--- src/hw/rtl/port_scan_source_tracker_assert.svh ---
// ----------------------------------------------------------------------------
// Port scan source tracker assertion macros
// Concurrent checks on clock, disabled while reset is high. The checks drop
// out when SYNTHESIS is defined.
// ----------------------------------------------------------------------------
`ifndef PORT_SCAN_SOURCE_TRACKER_ASSERT_SVH
`define PORT_SCAN_SOURCE_TRACKER_ASSERT_SVH
`ifndef SYNTHESIS
// same-cycle implication
`define PST_CHECK(name, ante, cons) \
   name: assert property (@(posedge clock) disable iff (reset) (ante) |-> (cons)) \
      else $error("check failed: name");
// next-cycle implication
`define PST_CHECK_NEXT(name, ante, cons) \
   name: assert property (@(posedge clock) disable iff (reset) (ante) |=> (cons)) \
      else $error("check failed: name");
`else
`define PST_CHECK(name, ante, cons)
`define PST_CHECK_NEXT(name, ante, cons)
`endif
`endif

--- src/hw/rtl/pst_pkg.sv ---
`timescale 1ns / 1ps
// ----------------------------------------------------------------------------
// Port scan source tracker package
// Table geometry, field types, status codes and shared helpers.
// ----------------------------------------------------------------------------
package pst_pkg;

   localparam int TABLE_ENTRIES = 64;
   localparam int HOST_LIMIT    = 16;
   localparam int PORT_LIMIT    = 16;
   localparam int SLOT_W        = $clog2(TABLE_ENTRIES);
   localparam int HLANE_W       = $clog2(HOST_LIMIT);
   localparam int PLANE_W       = $clog2(PORT_LIMIT);
   localparam int MAX_LIMIT     = (HOST_LIMIT > PORT_LIMIT) ? HOST_LIMIT : PORT_LIMIT;
   localparam int CNT_W         = $clog2(MAX_LIMIT + 2);
   localparam int REMOVED_W     = $clog2(TABLE_ENTRIES + 1);

   localparam logic [15:0] EXPIRE_RESET = 16'd300;
   localparam logic [15:0] NO_PORT      = 16'hFFFF;
   localparam logic [7:0]  PROTO_TCP    = 8'd6;
   localparam logic [7:0]  PROTO_UDP    = 8'd17;

   localparam int REQ_DATA_W = 136;
   localparam int RSP_DATA_W = 120;

   typedef enum logic [1:0] {
      ST_UPDATED = 2'd0,
      ST_NEW     = 2'd1,
      ST_FULL    = 2'd2,
      ST_TICK    = 2'd3
   } status_type;

   typedef enum logic [2:0] {
      BK_IDLE,
      BK_MATCH,
      BK_LOOK,
      BK_UPDATE,
      BK_TICK_RD,
      BK_TICK_CHK,
      BK_TICK_DONE
   } back_state_type;

   // classified work item handed from front to back
   typedef struct packed {
      logic        tick;
      logic [31:0] now_seconds;
      logic [31:0] source_address;
      logic [31:0] dest_address;
      logic [15:0] dest_port;
      logic [15:0] packet_length;
   } item_type;

   typedef struct packed {
      logic [31:0]      last_seen;
      logic [CNT_W-1:0] host_count;
      logic [CNT_W-1:0] port_count;
      logic [31:0]      packets;
      logic [31:0]      bytes;
   } record_type;

   typedef struct packed {
      status_type  status;
      logic        alert;
      logic [31:0] alert_source;
      logic [4:0]  host_count;
      logic [4:0]  port_count;
      logic [31:0] packet_count;
      logic [31:0] byte_count;
      logic [6:0]  expired_count;
   } result_type;

   // lowest set bit of a slot vector
   function automatic logic [SLOT_W-1:0] lowest_one(input logic [TABLE_ENTRIES-1:0] vec);
      logic [SLOT_W-1:0] idx;
      idx = '0;
      for (int i = TABLE_ENTRIES - 1; i >= 0; i--) begin
         if (vec[i]) begin
            idx = SLOT_W'(i);
         end
      end
      return idx;
   endfunction

endpackage

--- src/hw/rtl/pst_front.sv ---
`timescale 1ns / 1ps
// ----------------------------------------------------------------------------
// Port scan source tracker front end
// Accept request beats, substitute the port for non TCP/UDP packets and
// queue the items in a two-entry buffer for the back end.
// ----------------------------------------------------------------------------
module pst_front import pst_pkg::*; (
   input  logic                  clock,
   input  logic                  reset,
   input  logic                  req_tvalid,
   output logic                  req_tready,
   input  logic [REQ_DATA_W-1:0] req_tdata,
   input  logic                  req_tuser,
   output logic                  item_valid,
   input  logic                  item_ready,
   output item_type              item
);

   item_type    queue_ff [2];
   logic        wr_ptr_ff, wr_ptr_in;
   logic        rd_ptr_ff, rd_ptr_in;
   logic [1:0]  count_ff, count_in;
   item_type    cls;
   logic        push, pop;

   always_comb begin
      cls.tick           = req_tuser;
      cls.now_seconds    = req_tdata[31:0];
      cls.source_address = req_tdata[63:32];
      cls.dest_address   = req_tdata[95:64];
      cls.packet_length  = req_tdata[135:120];
      if (req_tdata[103:96] == PROTO_TCP || req_tdata[103:96] == PROTO_UDP) begin
         cls.dest_port = req_tdata[119:104];
      end else begin
         cls.dest_port = NO_PORT;
      end
   end

   assign req_tready = (count_ff != 2'd2);
   assign push       = req_tvalid && req_tready;
   assign item_valid = (count_ff != 2'd0);
   assign pop        = item_valid && item_ready;
   assign item       = queue_ff[rd_ptr_ff];

   always_comb begin
      wr_ptr_in = wr_ptr_ff ^ push;
      rd_ptr_in = rd_ptr_ff ^ pop;
      count_in  = count_ff + {1'b0, push} - {1'b0, pop};
   end

   always_ff @(posedge clock) begin
      if (reset) begin
         wr_ptr_ff <= 1'b0;
         rd_ptr_ff <= 1'b0;
         count_ff  <= 2'd0;
      end else begin
         wr_ptr_ff <= wr_ptr_in;
         rd_ptr_ff <= rd_ptr_in;
         count_ff  <= count_in;
      end
   end

   always_ff @(posedge clock) begin
      if (push) begin
         queue_ff[wr_ptr_ff] <= cls;
      end
   end

endmodule

--- config.mk ---
export PLATFORM = sky130hd
export DESIGN_NAME = pst_front
export DESIGN_NICKNAME = d
export VERILOG_FILES = /design/src/hw/rtl/port_scan_source_tracker_assert.svh /design/src/hw/rtl/pst_pkg.sv /design/src/hw/rtl/pst_front.sv
export SDC_FILE = /design/constraint.sdc
export NUM_CORES = 1
export LEC_CHECK = 0
export BUFFER_PORTS_ARGS = -buffer_cell sky130_fd_sc_hd__buf_2
export CAP_MARGIN = 40
export CORE_MARGIN = 8
export CORE_UTILIZATION = 41
export DETAILED_ROUTE_END_ITERATION = 16
export PLACE_DENSITY = 0.75
export SYNTH_ARGS = -nofsm -noshare
export SYNTH_HDL_FRONTEND = slang
export SYNTH_SLANG_ARGS = --single-unit
--- constraint.sdc ---
create_clock -name clock -period 8.2 [get_ports clock]
set_input_delay 0 -clock clock [delete_from_list [all_inputs] [get_ports clock]]
set_output_delay 0 -clock clock [all_outputs]
set_load 0.01 [all_outputs]
==> impl_metrics.ini <==
[timing]
fin_ws_ns = 5.57
post-route-period-util = 0.321
clock-skew-final_ns = 0.0114
rsz0062_at_grt = false
slew_headroom = 0.445
clock.fmax_mhz = 380
maxSlewViolCount = 0
hold_viol = 0
min_period_ns = 2.63
worst_pin_slew_ns = 0.832
setup_viol = 0
setup-tns-final_ns = 0

[floorplan]
boundaryPins = 272
die_w_um = 170
die_area_um2 = 28800
num_rows = 56
coreArea_um2 = 23300
start_util = 0.415
die_height_um = 170

[synthesis]
synth-xor-area-share = 0.000903
syn_inst = 449
synth_top_family_by_area = multiplexers
synth_area_per_cell_um2 = 21.6
synthMuxAreaShare = 0.151
yosysMostFrequentCell = edfxtp_1
synth_fa_ha_area_frac = 0.00258
synth_commonest_cells = edfxtp_1, mux2_2, buf_4, or2_1, or2_2
synth_compound_area_frac = 0.00465
synth_nets = 592
ys_warn_count = 0
synth_edf_count = 258
seq_area_frac_synth = 0.807
synth_top_area_share = 0.799
synth_top_cell_by_area = edfxtp_1
synth_area_leaders = edfxtp_1, mux2_2, dfxtp_1, buf_4, or2_1
synth_seq_cells = 262
async_flop_share = 0
yosysUniqueCellTypes = 24
synthSimpleGateAreaFrac = 0.0221
syn_area_um2 = 9690
yosys_most_used_dff = edfxtp_1

[final_layout]
finalNonFillerCells = 1218
syn2layout_area_growth_pct = 41.7
final_nets = 1018
drive_above_1_share = 0.515
postLayoutCoreUtil = 0.589
fillCellCount = 1710

[worst_setup_path]
worstSetupPathType = flop to output port
critPathMaxFanout = 56
cp.arrival_ns = 2.63
worst_setup_path_start_kind = flop
reg2reg_to = queue_ff[0][127]
crit_path_end_kind = output port
timing.rr.start = count_ff[0]
cp.required_ns = 8.20
r2r.worst_path.cells = 6
rrSetupSlack_ns = 5.81

[global_route]
antenna_found_initial = 3
grt_pass1_vias = 6327
overflow = 0
grt_max_degree = 64
grt_pass1_wl_um = 34900
grtUsageTotal = 0.154

[clocking]
clkTransAtPathRegs_ns = 0.06
cts_tree = yes
cts_made_buffers = 27
cts_buffer_depth = 3
cts_root_buf = clkbuf_16
cts_setup_buffers = 0
clock_sinks = 262
htree_levels = 1
clock_latency_ns = 0.52

[routing]
postRouteAntennaNets = 0
firstDrtPassIters = 6
viasPerCell = 4.74
num_vias = 5777
wl_per_cell_um = 19.0
drc = 0
finalWirelength_um = 23200
drt-initial-drc-count = 289

[place]
placedCellCount = 1032
dp_slack_ns = 5.81
dp_hpwl_um = 13900
gp_congestion = 0.717
io_buffers = 271

[power]
power_leakage_uw = 0.00498
power_density_nw_per_um2 = 267
finalPower_uw = 3660
vdd_drop_max_v = 0.000209

[worst_hold_path]
min_to = queue_ff[1][22]
hold_path_class = primary input to flop
whs_path_depth = 4
hp-start = req_tdata[102]

[run_status]
outcome = finished clean

[flow_run]
cap_violations = 0
-- routing by layer --
layer	global-route usage	vias up	routed length [um]
li1	-	2636	-
met1	0.168	2853	8680
met4	0.0500	0	539
met3	0.0465	43	1820
met2	0.280	245	12100
met5	0	-	0
-- cell type report --
cell class | count | area [um^2] | area share
clock inverters | 13 | 135 | 0.00984
flip-flops and latches | 262 | 7830 | 0.570
multi-input cells | 171 | 1770 | 0.129
well taps | 319 | 399 | 0.0291
repair buffers | 412 | 2840 | 0.207
diodes | 4 | 10.0 | 0.000729
clock buffers | 36 | 739 | 0.0538
inverters | 1 | 3.75 | 0.000273
-- stage by stage --
step | hold WS [ns] | instance area, um^2
after floorplan | 0.0667 | 9690
after global placement | 0.188 | 11400
after detailed placement | 0.192 | 11500
after CTS | 0.0675 | 13700
after global routing | 0.0886 | 13700
final | 0.0926 | 13700
-- worst max-delay path, stage by stage (launching register included) --
cell	delay, ns
dfxtp_4	0.45
buf_16	0.26
buf_4	0.48
buf_12	0.28
mux2_2	0.38
buf_2	0.15
-- sequential cells by signal, summed over array words and instances, names as in the netlist --
| register | count |
|---|---|
| count_ff | 2 |
| queue_ff | 258 |
| rd_ptr_ff | 1 |
| wr_ptr_ff | 1 |
-- logic make-up (layout without fill, tap and decap cells) --
group / Yosys count / in the layout
buffers and inverters: 16 / 462
adders and majority gates: 2 / 2
other: 0 / 4
xor gates and xnor gates: 1 / 1
and+or+nand+nor: 32 / 32
DFF: 262 / 262
AOI/OAI and AO/OA: 6 / 6
muxes: 130 / 130
-- placed cells by master, fill, tap and decap left out, types with 2 or more instances in the layout --
master	Yosys	layout
clkinv_2	0	3
dlygate4sd3_1	0	133
or2_2	7	7
edfxtp_1	258	258
or2_1	10	10
diode_2	0	4
clkbuf_8	0	3
clkbuf_1	0	6
buf_4	10	3
nor2b_1	3	3
buf_16	0	4
clkinv_1	0	6
o21ai_0	2	2
dfxtp_1	4	3
and4bb_2	2	2
buf_2	4	271
nor2_1	5	5
bufinv_16	0	3
clkbuf_16	0	27
mux2_2	130	130
-- worst max path at each step --
stage / from / endpoint / slack [ns] / depth (start not counted)
2_1_floorplan: count_ff[0] / queue_ff[0][0] / 3.94 / 3
3_3_place_gp: count_ff[0] / queue_ff[0][121] / 5.34 / 4
3_5_place_dp: count_ff[0] / queue_ff[0][124] / 5.81 / 6
4_1_cts: rd_ptr_ff / item[49] / 5.55 / 5
5_1_grt: rd_ptr_ff / item[51] / 5.42 / 5
6_report: rd_ptr_ff / item[51] / 5.57 / 5
-- timing repair --
item                                   in CTS  in global routing
setup endpoints to repair                   0                  0
endpoints found under the hold margin     262                  0
resized for setup                           0                  0
hold buffers                              133                  0
-- power by group --
part           leakage (uW)  switching, uW  internal, uW
Combinational       0.00220            404           377
Clock              0.000425            476           722
Sequential          0.00236           39.0          1640
(Power assumes the default switching activity.)
